### config.mk
export PLATFORM = sky130hd
export DESIGN_NAME = ycbcr_to_rgb_pixel_converter
export DESIGN_NICKNAME = d
export VERILOG_FILES = /design/src/rtl/ycc2rgb_pkg.sv /design/src/rtl/ycbcr_to_rgb_pixel_converter.sv /design/src/rtl/ycc2rgb_conv.sv
export SDC_FILE = /design/constraint.sdc
export NUM_CORES = 1
export LEC_CHECK = 0
export BUFFER_PORTS_ARGS = -buffer_cell sky130_fd_sc_hd__buf_2
export CAP_MARGIN = 20
export CORE_MARGIN = 4
export CORE_UTILIZATION = 42
export CTS_CLUSTER_SIZE = 8
export DETAILED_ROUTE_END_ITERATION = 6
export PLACE_DENSITY = 0.59
export SKIP_CTS_REPAIR_TIMING = 1
export SLEW_MARGIN = 30
export SYNTH_ARGS = -nofsm -noshare
export SYNTH_HDL_FRONTEND = slang
export SYNTH_SLANG_ARGS = --single-unit
### constraint.sdc
create_clock -name clk -period 7.1 [get_ports clk]
set_clock_uncertainty 0.2 [all_clocks]
set_input_delay 0.355 -clock clk [delete_from_list [all_inputs] [get_ports clk]]
set_output_delay 0.355 -clock clk [all_outputs]
set_load 0.005 [all_outputs]
### src/rtl/ycc2rgb_pkg.sv
`timescale 1ns / 1ps
// ----------------------------------------------------------------------------
// ycc2rgb_pkg
// Shared types and constants of the YCbCr to RGB pixel converter.
// ----------------------------------------------------------------------------
package ycc2rgb_pkg;

    localparam int unsigned DIM_W     = 16;
    localparam int unsigned SAMPLE_W  = 8;
    localparam int unsigned PIXEL_W   = 24;
    localparam int unsigned OFFSET_W  = 32;
    localparam int unsigned REG_IDX_W = 2;

    // register indexes of the configuration port
    localparam logic [REG_IDX_W-1:0] REG_IMAGE_WIDTH  = 2'd0;
    localparam logic [REG_IDX_W-1:0] REG_IMAGE_HEIGHT = 2'd1;
    localparam logic [REG_IDX_W-1:0] REG_LINE_STRIDE  = 2'd2;

    localparam logic [SAMPLE_W-1:0] CHROMA_BIAS = 8'd128;
    localparam logic [SAMPLE_W-1:0] CHANNEL_MAX = 8'hFF;

    localparam logic [DIM_W-1:0] IMAGE_WIDTH_RESET  = 16'd0;
    localparam logic [DIM_W-1:0] IMAGE_HEIGHT_RESET = 16'd1;
    localparam logic [DIM_W-1:0] LINE_STRIDE_RESET  = 16'd0;

    typedef struct packed {
        logic [SAMPLE_W-1:0] luma;
        logic [SAMPLE_W-1:0] blue_diff;
        logic [SAMPLE_W-1:0] red_diff;
    } ycc_sample_t;

endpackage

### src/rtl/ycbcr_to_rgb_pixel_converter.sv
`timescale 1ns / 1ps
// ----------------------------------------------------------------------------
// ycbcr_to_rgb_pixel_converter
// Converts a raster stream of YCbCr pixels to packed RGB words with their
// destination offsets and an end-of-image mark.
// ----------------------------------------------------------------------------
// path: a request passes the input register, then the result register
// throughput: one pixel per cycle while the result is not stalled; the color math
//   and the stride multiply each sit in the single stage between the two registers
// reset: counters clear to zero, width 0, height 1, stride 0; no pipeline flush
//   beyond clearing the stage valids
module ycbcr_to_rgb_pixel_converter
    import ycc2rgb_pkg::*;
(
    input  logic                  clk,
    input  logic                  rst_n,
    input  logic                  cfg_we,
    input  logic [REG_IDX_W-1:0]  cfg_index,
    input  logic [DIM_W-1:0]      cfg_data,
    input  logic                  in_valid,
    output logic                  in_ready,
    input  logic [SAMPLE_W-1:0]   luma,
    input  logic [SAMPLE_W-1:0]   blue_diff,
    input  logic [SAMPLE_W-1:0]   red_diff,
    output logic                  out_valid,
    input  logic                  out_ready,
    output logic [PIXEL_W-1:0]    pixel_word,
    output logic [OFFSET_W-1:0]   dest_offset,
    output logic                  end_of_image
);

    logic [DIM_W-1:0]    width_reg;
    logic [DIM_W-1:0]    height_reg;
    logic [DIM_W-1:0]    stride_reg;
    logic [DIM_W-1:0]    col_reg;
    logic [DIM_W-1:0]    col_next;
    logic [DIM_W-1:0]    row_reg;
    logic [DIM_W-1:0]    row_next;

    logic                s1_valid_reg;
    ycc_sample_t         s1_sample_reg;
    logic [DIM_W-1:0]    s1_col_reg;
    logic [DIM_W-1:0]    s1_row_reg;
    logic                s1_last_reg;

    logic                s2_valid_reg;
    logic [PIXEL_W-1:0]  s2_pixel_reg;
    logic [OFFSET_W-1:0] s2_offset_reg;
    logic                s2_last_reg;

    logic                in_accept;
    logic                s2_load;
    logic [DIM_W-1:0]    height_eff;
    logic                last_col;
    logic                last_row;
    logic                last_pixel;
    logic [PIXEL_W-1:0]  conv_pixel;
    logic [OFFSET_W-1:0] offset_next;

    // configuration registers
    always_ff @(posedge clk or negedge rst_n)
    begin
        if (!rst_n)
        begin
            width_reg  <= IMAGE_WIDTH_RESET;
            height_reg <= IMAGE_HEIGHT_RESET;
            stride_reg <= LINE_STRIDE_RESET;
        end
        else if (cfg_we)
        begin
            case (cfg_index)
                REG_IMAGE_WIDTH:  width_reg  <= cfg_data;
                REG_IMAGE_HEIGHT: height_reg <= cfg_data;
                REG_LINE_STRIDE:  stride_reg <= cfg_data;
                default:          ;
            endcase
        end
    end

    assign s2_load   = !s2_valid_reg || out_ready;
    assign in_ready  = !s1_valid_reg || s2_load;
    assign in_accept = in_valid && in_ready;

    // raster position of the incoming pixel
    assign height_eff = (height_reg == '0) ? DIM_W'(1) : height_reg;
    assign last_col   = ({1'b0, col_reg} + 17'd1) >= {1'b0, width_reg};
    assign last_row   = ({1'b0, row_reg} + 17'd1) >= {1'b0, height_eff};
    assign last_pixel = last_col && last_row;

    always_comb
    begin
        col_next = col_reg;
        row_next = row_reg;
        if (in_accept)
        begin
            if (!last_col)
                col_next = col_reg + DIM_W'(1);
            else
            begin
                col_next = '0;
                row_next = last_row ? '0 : row_reg + DIM_W'(1);
            end
        end
    end

    always_ff @(posedge clk or negedge rst_n)
    begin
        if (!rst_n)
        begin
            col_reg <= '0;
            row_reg <= '0;
        end
        else
        begin
            col_reg <= col_next;
            row_reg <= row_next;
        end
    end

    // input register
    always_ff @(posedge clk or negedge rst_n)
    begin
        if (!rst_n)
            s1_valid_reg <= 1'b0;
        else if (in_ready)
            s1_valid_reg <= in_valid;
    end

    always_ff @(posedge clk)
    begin
        if (in_accept)
        begin
            s1_sample_reg <= '{luma: luma, blue_diff: blue_diff, red_diff: red_diff};
            s1_col_reg    <= col_reg;
            s1_row_reg    <= row_reg;
            s1_last_reg   <= last_pixel;
        end
    end

    ycc2rgb_conv u_conv (
        .sample     (s1_sample_reg),
        .pixel_word (conv_pixel)
    );

    assign offset_next = (OFFSET_W'(stride_reg) * OFFSET_W'(s1_row_reg))
                       + OFFSET_W'(s1_col_reg);

    // result register
    always_ff @(posedge clk or negedge rst_n)
    begin
        if (!rst_n)
            s2_valid_reg <= 1'b0;
        else if (s2_load)
            s2_valid_reg <= s1_valid_reg;
    end

    always_ff @(posedge clk)
    begin
        if (s2_load && s1_valid_reg)
        begin
            s2_pixel_reg  <= conv_pixel;
            s2_offset_reg <= offset_next;
            s2_last_reg   <= s1_last_reg;
        end
    end

    assign out_valid    = s2_valid_reg;
    assign pixel_word   = s2_pixel_reg;
    assign dest_offset  = s2_offset_reg;
    assign end_of_image = s2_last_reg;

    // counters wrap to the image origin after the last pixel
    assert property (@(posedge clk) disable iff (!rst_n)
        (in_accept && last_pixel) |=> (col_reg == '0 && row_reg == '0))
        else $error("counters not cleared after last pixel");

    // inside a row the column steps by one
    assert property (@(posedge clk) disable iff (!rst_n)
        (in_accept && !last_col) |=> (col_reg == $past(col_reg) + DIM_W'(1)
                                      && row_reg == $past(row_reg)))
        else $error("column did not advance");

    // input stalls only when the input register is held by a blocked result
    assert property (@(posedge clk) disable iff (!rst_n)
        !in_ready |-> (s1_valid_reg && s2_valid_reg && !out_ready))
        else $error("input stalled without back pressure");

    // a held pixel in the input register is not lost while the result stalls
    assert property (@(posedge clk) disable iff (!rst_n)
        (s1_valid_reg && !s2_load) |=> s1_valid_reg)
        else $error("staged pixel dropped");

endmodule

### src/rtl/ycc2rgb_conv.sv
`timescale 1ns / 1ps
// ----------------------------------------------------------------------------
// ycc2rgb_conv
// Shift-and-add YCbCr to RGB conversion with clamping, packed as B/G/R.
// ----------------------------------------------------------------------------
module ycc2rgb_conv
    import ycc2rgb_pkg::*;
(
    input  ycc_sample_t          sample,
    output logic [PIXEL_W-1:0]   pixel_word
);

    logic signed [10:0] y_ext;
    logic signed [10:0] c_ext;
    logic signed [10:0] d_ext;
    logic signed [8:0]  c_diff;
    logic signed [8:0]  d_diff;
    logic signed [10:0] red_sum;
    logic signed [10:0] green_sum;
    logic signed [10:0] blue_sum;

    function automatic logic [SAMPLE_W-1:0] clamp_channel(input logic signed [10:0] v);
        logic [SAMPLE_W-1:0] res;
        begin
            if (v[10])
                res = '0;
            else if (v[9:8] != 2'b00)
                res = CHANNEL_MAX;
            else
                res = v[7:0];
            return res;
        end
    endfunction

    assign c_diff = signed'({1'b0, sample.blue_diff}) - signed'({1'b0, CHROMA_BIAS});
    assign d_diff = signed'({1'b0, sample.red_diff}) - signed'({1'b0, CHROMA_BIAS});
    assign y_ext  = signed'({3'b000, sample.luma});
    assign c_ext  = {{2{c_diff[8]}}, c_diff};
    assign d_ext  = {{2{d_diff[8]}}, d_diff};

    // arithmetic shifts give the floor of the scaled chroma
    assign red_sum   = y_ext + d_ext + (d_ext >>> 2) + (d_ext >>> 3) + (d_ext >>> 5);
    assign green_sum = y_ext - ((c_ext >>> 2) + (c_ext >>> 4) + (c_ext >>> 5))
                             - ((d_ext >>> 1) + (d_ext >>> 3) + (d_ext >>> 4) + (d_ext >>> 5));
    assign blue_sum  = y_ext + c_ext + (c_ext >>> 1) + (c_ext >>> 2) + (c_ext >>> 6);

    assign pixel_word = {clamp_channel(blue_sum), clamp_channel(green_sum),
                         clamp_channel(red_sum)};

endmodule

# ---- Word-level counts from Yosys, hierarchy flattened
# Cells that the tools add are included.
dict set report word_totals {
  register_bits 196
  in_bits 47
  wordCells 67
}
dict set report classes {
  add_sub_neg 22
  n_eq_ne 2
  muxes 6
  n_reduce_logical 16
  multipliers 1
  order_cmp 2
}
# cell n
set op_table {}
lappend op_table {{$mux W16} 3}
lappend op_table {{$add A16 B1 Y17 const B} 2}
lappend op_table {{$ge A17 B16 Y1} 2}
lappend op_table {{$add A16 B1 Y16 const B} 2}
lappend op_table {{$add A32 B16 Y32} 1}
lappend op_table {{$mul A16 B16 Y32} 1}
lappend op_table {{$mux W8} 3}
lappend op_table {{$add A11 B4 Y11} 2}
lappend op_table {{$add A9 B9 Y10} 2}
lappend op_table {{$sub A8 B8 Y9 const B} 2}
lappend op_table {{$logic_not A16 Y1} 1}
lappend op_table {{$add A10 B7 Y11} 1}
lappend op_table {{$add A10 B8 Y11} 1}
lappend op_table {{$add A11 B3 Y11} 1}
lappend op_table {{$add A11 B6 Y11} 1}
lappend op_table {{$add A11 B7 Y11} 1}
lappend op_table {{$sub A11 B11 Y11} 1}
lappend op_table {{$sub A9 B11 Y11} 1}
lappend op_table {{$add A9 B5 Y10} 1}
lappend op_table {{$add A8 B4 Y9} 1}
lappend op_table {{$add A8 B6 Y9} 1}
lappend op_table {{$add A7 B5 Y8} 1}
lappend op_table {{$reduce_and A2 Y1} 4}
lappend op_table {{$reduce_bool A2 Y1} 3}
lappend op_table {{6 further kinds} 10}

# ---- Logic depth before layout (Yosys ltp)
# Gate-level depths: netlist (run 1).
dict set report depth {
  depth_word 7
  mapped_depth 22
}

# ---- Hierarchy
# From an unflattened synthesis (run 1), not the netlist that was laid out.
dict set report hier_totals {
  hier_cells 2021
  hier_area_um2 20634.8
}
# mod instances cells_per_inst seq_area_each_um2 area_each_um2
set by_module_without_submodules {}
lappend by_module_without_submodules {ycbcr_to_rgb_pixel_converter 1 1655 5476.5 17147.7}
lappend by_module_without_submodules {ycc2rgb_conv 1 366 0.0 3487.1}

# ---- Worst setup path after synthesis (run 1)
# No wires, ideal clock.
dict set report synth_path {
  path_type {register to register}
  from {reg s1_row_reg[6]}
  to {reg s2_offset_reg[30], in the netlist dest_offset[30], data pin}
  required_ns 6.638
  arrival_ns 5.563
  path_slack_ns 1.075
  path_buffers 1
  path_stages_with_launch 21
  cell_sequence {edfxtp_1 > clkbuf_1 > and2_1 > fa_1 > inv_1 > fa_1 > fa_1 > inv_1 > fa_1 > fa_1 > inv_1 > fa_1 > inv_1 > ha_1 > and3_1 > and2_1 > o211ai_1 > a2111oi_2 > o21ai_0 > o21ai_1 > xor2_1}
}
dict set report synth_between {
  elab_chain_len 2
}
# item line
set synth_rtl {}
lappend synth_rtl {{from (decl)} ycbcr_to_rgb_pixel_converter.sv:43} ;# logic [DIM_W-1:0] s1_row_reg;
lappend synth_rtl {{from (signal assigned)} ycbcr_to_rgb_pixel_converter.sv:135} ;# s1_row_reg <= row_reg;
lappend synth_rtl {{$mul A16 B16 Y32} ycbcr_to_rgb_pixel_converter.sv:145} ;# assign offset_next = (OFFSET_W'(stride_reg) * OFFSET_W'(s1_row_reg))
lappend synth_rtl {{$add A32 B16 Y32} ycbcr_to_rgb_pixel_converter.sv:146} ;# + OFFSET_W'(s1_col_reg);
lappend synth_rtl {{net offset_next[30]} ycbcr_to_rgb_pixel_converter.sv:58} ;# logic [OFFSET_W-1:0] offset_next;
lappend synth_rtl {{to (signal assigned)} ycbcr_to_rgb_pixel_converter.sv:162} ;# s2_offset_reg <= offset_next;
lappend synth_rtl {{to (decl)} ycbcr_to_rgb_pixel_converter.sv:48} ;# logic [OFFSET_W-1:0] s2_offset_reg;
# The timed path passes the listed nets, and every way through them passes these cells.
# A chain may end at the register's enable or synchronous reset.

# ---- Final worst setup path (run 1)
dict set report layout_path {
  from {reg stride_reg[7]}
  to {reg s2_offset_reg[30], in the netlist dest_offset[30], data pin}
}
dict set report layout_between {
  elab_chain_len 2
}
# item line
set layout_rtl {}
lappend layout_rtl {{from (decl)} ycbcr_to_rgb_pixel_converter.sv:34} ;# logic [DIM_W-1:0] stride_reg;
lappend layout_rtl {{from (signal assigned)} ycbcr_to_rgb_pixel_converter.sv:74} ;# REG_LINE_STRIDE: stride_reg <= cfg_data;
lappend layout_rtl {{$mul A16 B16 Y32} ycbcr_to_rgb_pixel_converter.sv:145}
lappend layout_rtl {{$add A32 B16 Y32} ycbcr_to_rgb_pixel_converter.sv:146}
lappend layout_rtl {{net offset_next[30]} ycbcr_to_rgb_pixel_converter.sv:58}
# The timed path passes the listed nets, and every way through them passes these cells.

==> results of run 1 <==
==> synth_stat cells (all sizes together) (7+ instances only) <==
master   count  area, µm²
a31oi        7       43.8
a22o         8       70.1
xnor2       57        499
dfrtp       81       2030
o21bai       7       52.6
xor2        26        228
nand4       14       87.6
nand2b       9       56.3
o21a        25        188
inv        354       1330
nand3       30        150
a211oi      11       87.6
a2bb2oi      7       61.3
clkbuf      51        191
o31ai       13        133
a21oi       68        340
mux2        34        383
edfxtp     114       3420
nor2b       14       87.6
nand2      219        825
o211ai      12       90.1
and2       127        795
a21o        17        128
nor2        39        146
fa         263       5270
and3        15       93.8
o21ai       71        355
ha         203       2540
==> worst max path at each step <==
stage,startpoint,end,slack (ns),cells after the start
after floorplan,s1_row_reg[6],dest_offset[30],1.08,20
after global placement,s1_row_reg[9],dest_offset[19],0.66,19
after detailed placement,stride_reg[7],dest_offset[30],0.55,19
after CTS,stride_reg[7],dest_offset[30],0.54,19
after global routing,stride_reg[7],dest_offset[30],0.24,19
final,stride_reg[7],dest_offset[30],0.57,19
==> routing by layer <==
| metal | up-vias | global-route usage |
|---|---|---|
| met3 | 51 | 0.0356 |
| li1 | 6605 | - |
| met1 | 6836 | 0.268 |
| met4 | 0 | 0.0508 |
| met2 | 293 | 0.292 |
| met5 | - | 0 |
==> per-stage QoR <==
stage	hold WS, ns	instance area [µm²]	instances
4_1_cts	-0.411	22000	2668
3_5_place_dp	0.143	21400	2636
5_1_grt	0.166	22400	2712
3_3_place_gp	0.142	21400	2636
2_1_floorplan	-0.141	20200	1959
6_report	0.148	22400	2712
==> cells by family after synthesis <==
group | synth area share
AOI/OAI and AO/OA | 0.0909
xor gates and xnor gates | 0.0360
adders and majority gates | 0.386
buffers and inverters | 0.0765
DFF | 0.271
muxes | 0.0199
and+or+nand+nor | 0.119
==> cell type report <==
type,count,area [µm²]
clock inverter,15,181
inverter,354,1330
clock buffer,17,425
multi-input combinational,1354,13200
timing repair buffer,161,1060
tap,615,769
fill,4458,25200
sequential,196,5480
==> flow_summary.toml, run 1 <==
[yosys]
synth-main-ff-cell = "edfxtp_1"
syn-cell-area_um2 = 20200
syn_nets = 2472
synth_edf_count = 114
ys_async_sr_fraction = 0.418
syn_inst = 1959
yosysWarnings = 0
ys_seq_area_frac = 0.271
synth_cell_types = 66
synth_seq_cells = 196
synth.avg_cell_area_um2 = 10.3

[flow_run]
maxCapViolCount = 0

[sta]
grt_setup_unrepaired = "no"
worst_slack_ns = 0.574
finalSetupViolCount = 0
hold_viol = 0
period_share = 0.919
tns_ns = 0
slew_headroom = 0.378
period_needed_ns = 6.53
fmax_mhz = 153
maxSlewViolCount = 0
worst_pin_slew_ns = 0.930

[worst_setup_path]
rr_worst_depth = 19
worstPathCellList = "and2_1 > fa_1 > inv_1 > fa_1 > fa_1 > inv_1 > fa_1 > fa_1 > inv_1 > fa_1 > inv_1 > ha_1 > and3_1 > and2_1 > o211ai_1 > a2111oi_2 > o21ai_0 > o21ai_1 > xor2_1"
cp_data_arrival_time_ns = 6.56
timing.rr.start = "stride_reg[7]"
rr_endpoint = "dest_offset[30]"
r2r_setup_slack_ns = 0.57
worstPathRequired_ns = 7.14
startpoint_type = "flop"
critPathCaptureType = "flop"
crit_family = "adder cells"
cp_max_fo = 17
slowest_delay_ns = 0.60
path_class = "reg2reg"
cpMostUsedCell = "fa_1"
crit_slowest_cell = "dfrtp_1"
path_buf_inv = 4

[drt]
first_iter_violations = 700
remaining_drc_errors = 0
routed_wl_mm = 45.8
wl_met3_mm = 2.15
viasPerCell = 5.08
wl_met1_mm = 21.9
drt-pass1-iter-count = 5
ant_nets = 0
route.met2.wl_mm = 20.9
top_layer_used = "met4"
vias = 13800
wl_per_cell_um = 16.9

[global_route]
grt_pass1_vias = 14300
grt_pass1_wl_mm = 75.5
gr-total-overflow = 0
grt_use_total = 0.186
antenna_found_initial = 0
grt_start_max_net_pins = 58

[clock_tree]
clock_path_buffers = 2
clkTransAtPathRegs_ns = 0.08
cts_tree = "done"
insertion_delay_ns = 0.49
clock-sinks = 196
cts-root-buf = "clkbuf_16"
h-tree-depth = 4
numCtsBuffers = 17

[floorplan]
core_um2 = 47600
num_rows = 80
die_h_um = 227
initial_utilization = 0.424
die_w_um = 227
pin_count = 106
die_area_um2 = 51700

[placed_design]
dpl.hpwl_mm = 36.9
io_buffers = 105
place_congestion = 0.886
dp_slack_ns = 0.554

[layout]
drive_gt1_frac = 0.0982
antenna_cells = 0
syn2layout_area_growth_pct = 11.0
final_common_cell = "inv_1"
largest_reg_flops = 32
final_cell_mix = "353 x inv_1, 263 x fa_1, 218 x nand2_1"
fin_util = 0.471
nets = 2597

[min_path]
hp-class = "in2async"

[status]
status = "finished, final reports clean"
Power of run 1 is left out: the tool's default activity adds up to more than one toggle a clock period on the data nets, which glitch-free logic cannot reach.
==> run 2: changes to the inputs <==
--- a/config.mk
+++ b/config.mk
@@ -12,6 +12,7 @@
 export CTS_CLUSTER_SIZE = 8
 export DETAILED_ROUTE_END_ITERATION = 6
 export PLACE_DENSITY = 0.59
+export REMOVE_ABC_BUFFERS = 1
 export SKIP_CTS_REPAIR_TIMING = 1
 export SLEW_MARGIN = 30
 export SYNTH_ARGS = -nofsm -noshare
==> run 2 against run 1 <==
  * Register-to-register slack got worse by 0.15 ns
  * Worst setup slack got worse by 0.15 ns
  * Core utilization increased by 0.079 points
  * Final cell count about the same
  * Sequential share of layout area about the same
  * Count of clock-buffer cells in the layout unchanged
  * Critical path type unchanged
  * Non-clock buffer count decreased by 2
  * Critical path depth unchanged
  * Highest routed layer unchanged
  * Via count decreased by 0.20%
  * Die area unchanged
==> flow_summary.toml, run 2 (synthesized netlist as in run 1, its figures left out) <==
[status]
status = "finished, final reports clean"

[global_route]
use_met1 = 0.250
gr-total-overflow = 0
antenna_found_initial = 1
grt_busiest_layer = "met2"
grt_pass1_wl_mm = 75.6
grtUsageMet3 = 0.0290
grt_start_max_net_pins = 83
grt_use_total = 0.187
grt_pass1_vias = 14400
met2_usage = 0.314

[clock_tree]
insertion_delay_ns = 0.50
clock-sinks = 196
cts-root-buf = "clkbuf_16"
cts_tree = "done"
clkTransAtPathRegs_ns = 0.09
clock_path_buffers = 2
numCtsBuffers = 17
h-tree-depth = 4

[worst_setup_path]
cp_data_arrival_time_ns = 6.74
path_buf_inv = 4
cp_max_fo = 17
slowest_delay_ns = 0.61
critPathCaptureType = "flop"
startpoint_type = "flop"
crit_family = "adder cells"
cpMostUsedCell = "fa_1"
path_class = "reg2reg"
r2r_setup_slack_ns = 0.43
worstPathCellList = "and2_1 > fa_1 > inv_1 > fa_1 > fa_1 > inv_1 > fa_1 > fa_1 > inv_1 > fa_1 > inv_1 > ha_1 > and3_1 > and2_1 > o211ai_1 > a2111oi_2 > o21ai_0 > o21ai_1 > xor2_1"
crit_slowest_cell = "dfrtp_1"
worstPathRequired_ns = 7.16

[layout]
largest_reg_flops = 32
final_cell_mix = "353 x inv_1, 263 x fa_1, 218 x nand2_1"
nets = 2595
syn2layout_area_growth_pct = 11.2
drive_gt1_frac = 0.0974
final_common_cell = "inv_1"

[drt]
ant_nets = 0
remaining_drc_errors = 0
routed_wl_mm = 45.6
viasPerCell = 5.07
wl_per_cell_um = 16.8
drt-pass1-iter-count = 5
first_iter_violations = 698
vias = 13800

[sta]
period_needed_ns = 6.67
hold_viol = 0
grt_setup_unrepaired = "no"
worst_pin_slew_ns = 0.916
slew_headroom = 0.387
tns_ns = 0
fmax_mhz = 150
period_share = 0.940
maxSlewViolCount = 0
finalSetupViolCount = 0

[floorplan]
die_area_um2 = 51700
die_w_um = 227
die_h_um = 227
num_rows = 80
pin_count = 106
initial_utilization = 0.424
core_um2 = 47600

[placed_design]
io_buffers = 105
place_congestion = 0.922
dpl.hpwl_mm = 36.2

[min_path]
hp-class = "in2reg"

[flow_run]
maxCapViolCount = 0
==> run 2: cell count changes in the layout (fill, tap and decap cells not counted) <==
cell | before | now
diode_2 | 0 | 1
inv_6 | 1 | 4
clkinvlp_4 | 2 | 0
inv_12 | 1 | 0
buf_4 | 13 | 10
inv_4 | 1 | 0
clkinv_8 | 5 | 3
buf_6 | 0 | 1
bufinv_16 | 0 | 3
==> run 2: stage by stage <==
stage | hold slack [ns] | std cells | area, µm² | worst slack (ns) | utilization
after CTS | -0.319 | 2666 | 22000 | 0.467 | 0.462
final | 0.200 | 2711 | 22500 | 0.425 | 0.472
after global routing | 0.199 | 2710 | 22500 | 0.0683 | 0.472
after global placement | 0.208 | 2634 | 21400 | 0.506 | 0.449
after detailed placement | 0.205 | 2634 | 21400 | 0.475 | 0.449
after floorplan | -0.141 | 1904 | 20000 | 1.13 | -
==> run 2: area by class of cell <==
type | count | area (µm²)
clock inverters | 15 | 228
flip-flops and latches | 196 | 5480
well taps | 615 | 769
inverters | 354 | 1330
diodes | 1 | 2.50
multi-input cells | 1354 | 13200
repair buffers | 159 | 1050
fillers | 4422 | 25200
clock buffers | 17 | 425
==> run 2: path summary, 6_finish.rpt <==
kind	from	to	cells after the start
max	stride_reg[7]	dest_offset[30]	19
min	cfg_index[0]	width_reg[6]	5
max reg2reg	stride_reg[7]	dest_offset[30]	19
min reg2reg	s1_last_reg	end_of_image	0
max in group asynchronous	rst_n	out_valid	2
min in group asynchronous	rst_n	stride_reg[8]	2
==> run 2: routing by layer <==
| layer | share of wire | wire length, µm |
|---|---|---|
| met2 | 0.49 | 22400 |
| met1 | 0.45 | 20700 |
| met5 | 0 | 0 |
| met4 | 0.021 | 963 |
| met3 | 0.034 | 1560 |
==> run 2: tightest hold or removal path, cell delays in order <==
cell	delay, ns
buf_2	0.10
nor3b_2	0.04
buf_4	0.21
nand2_1	0.08
o21ai_0	0.06
Power of run 2 is left out for the same reason.
==> run 3: changes to the inputs <==
--- a/config.mk
+++ b/config.mk
@@ -13,6 +13,7 @@
 export DETAILED_ROUTE_END_ITERATION = 6
 export PLACE_DENSITY = 0.59
 export REMOVE_ABC_BUFFERS = 1
+export SETUP_SLACK_MARGIN = 0.15
 export SKIP_CTS_REPAIR_TIMING = 1
 export SLEW_MARGIN = 30
 export SYNTH_ARGS = -nofsm -noshare
==> constraint.sdc (replaced) <==
create_clock -name clk -period 8.5 [get_ports clk]
set_clock_uncertainty 0.2 [all_clocks]
set_input_delay 0.425 -clock clk [delete_from_list [all_inputs] [get_ports clk]]
set_output_delay 0.425 -clock clk [all_outputs]
set_load 0.005 [all_outputs]
==> run 3 against run 2 <==
  * Critical path depth unchanged
  * Non-clock buffer count down 23
  * Worst hold slack worse by 0.17 ns
  * Die area is the same
  * Fmax down 1.0%
  * Cell area decreased by 1.2%
  * Sequential cell count unchanged
  * Via count fell by 0.29%
  * Core utilization shrank 0.59 points
  * Highest routed layer unchanged
==> flow_summary.toml, run 3 (synthesized netlist as in run 1, its figures left out) <==
[drt]
ant_nets = 0
first_iter_violations = 612
viasPerCell = 5.10
remaining_drc_errors = 0
vias = 13700
drt-pass1-iter-count = 5
routed_wl_mm = 46.1
wl_per_cell_um = 17.2

[sta]
fmax_mhz = 148
worst_slack_ns = 1.76
hold_viol = 0
finalSetupViolCount = 0
grt_setup_unrepaired = "no"
slew_headroom = 0.445
period_needed_ns = 6.74
maxSlewViolCount = 0
period_share = 0.793
worst_pin_slew_ns = 0.833
tns_ns = 0

[placed_design]
dp_slack_ns = 1.76
dpl.hpwl_mm = 36.8
place_congestion = 0.919
io_buffers = 105

[min_path]
hp-class = "in2reg"

[flow_run]
maxCapViolCount = 0

[clock_tree]
numCtsBuffers = 17
clkTransAtPathRegs_ns = 0.08
clock-sinks = 196
cts-root-buf = "clkbuf_16"
h-tree-depth = 4
cts_tree = "done"
insertion_delay_ns = 0.50
clock_path_buffers = 2

[floorplan]
die_area_um2 = 51700
initial_utilization = 0.424
num_rows = 80
core_um2 = 47600
pin_count = 106
die_w_um = 227
die_h_um = 227

[layout]
antenna_cells = 0
fillerInstances = 4460
largest_reg_flops = 32
drive_gt1_frac = 0.0956
syn2layout_area_growth_pct = 9.83
final_common_cell = "inv_1"
nets = 2572
final_cell_mix = "353 x inv_1, 263 x fa_1, 218 x nand2_1"

[worst_setup_path]
crit_slowest_cell = "dfrtp_1"
crit_family = "adder cells"
startpoint_type = "flop"
worstPathRequired_ns = 8.54
path_class = "reg2reg"
critPathCaptureType = "flop"
cp_max_fo = 17
path_buf_inv = 5
cpMostUsedCell = "fa_1"
cp_data_arrival_time_ns = 6.79
slowest_delay_ns = 0.79
worstPathCellList = "nand2_1 > fa_1 > inv_1 > fa_1 > inv_1 > fa_1 > inv_1 > fa_1 > fa_1 > inv_1 > fa_1 > inv_1 > ha_1 > a21oi_1 > o211ai_1 > a31oi_1 > o21ai_0 > a31oi_1 > xnor2_1"

[global_route]
grt_pass1_wl_mm = 76.5
grt_use_total = 0.189
antenna_found_initial = 0
grt_start_max_net_pins = 83
grt_pass1_vias = 14500
gr-total-overflow = 0

[status]
status = "finished, final reports clean"
-- run 3: cell count changes in the layout (fill, tap and decap cells not counted), moves of 2 or more --
| cell | before | now |
|---|---|---|
| clkinv_8 | 3 | 1 |
| clkbuf_8 | 0 | 2 |
| dlygate4sd3_1 | 44 | 26 |
| bufinv_16 | 3 | 0 |
| buf_4 | 10 | 4 |
-- run 3: worst min-delay path: stages --
cell	delay (ns)
buf_2	0.08
nand2b_1	0.11
nand2b_1	0.06
-- run 3: stage by stage --
step | cells | hold slack, ns | area (µm²) | utilization
final | 2687 | 0.0281 | 22200 | 0.466
after global routing | 2687 | 0.0123 | 22200 | 0.466
after CTS | 2661 | -0.221 | 21900 | 0.460
after detailed placement | 2629 | 0.217 | 21300 | 0.448
after global placement | 2628 | 0.208 | 21300 | 0.448
after floorplan | 1904 | -0.0706 | 20000 | -
-- run 3: path summary, 6_finish.rpt --
| path | from | endpoint | slack (ns) | cells after the start |
|---|---|---|---|---|
| setup / recovery | stride_reg[5] | dest_offset[19] | 1.76 | 19 |
| hold / removal | out_ready | out_valid | 0.03 | 3 |
| setup reg to reg | stride_reg[5] | dest_offset[19] | 1.76 | 19 |
| hold reg to reg | s1_last_reg | end_of_image | 0.24 | 0 |
| max in group asynchronous | rst_n | s1_valid_reg | 7.21 | 2 |
| min in group asynchronous | rst_n | row_reg[13] | 0.35 | 2 |
-- run 3: cell type report --
class,count,area [µm²],share of cell area
Clock inverter,11,108,0.00485
Sequential cell,196,5480,0.247
Tap cell,615,769,0.0347
Timing Repair Buffer,136,833,0.0375
Clock buffer,21,482,0.0217
Multi-Input combinational cell,1354,13200,0.595
Inverter,354,1330,0.0599
-- run 3: per-layer routing --
metal  global-route usage  routed length, µm  vias up
met5                    0                  0        -
met1                0.257              21000     6825
met2                0.313              22100      275
met3               0.0322               2000       55
met4               0.0599                993        0
li1                     -                  -     6562
Power of run 3 is left out for the same reason.
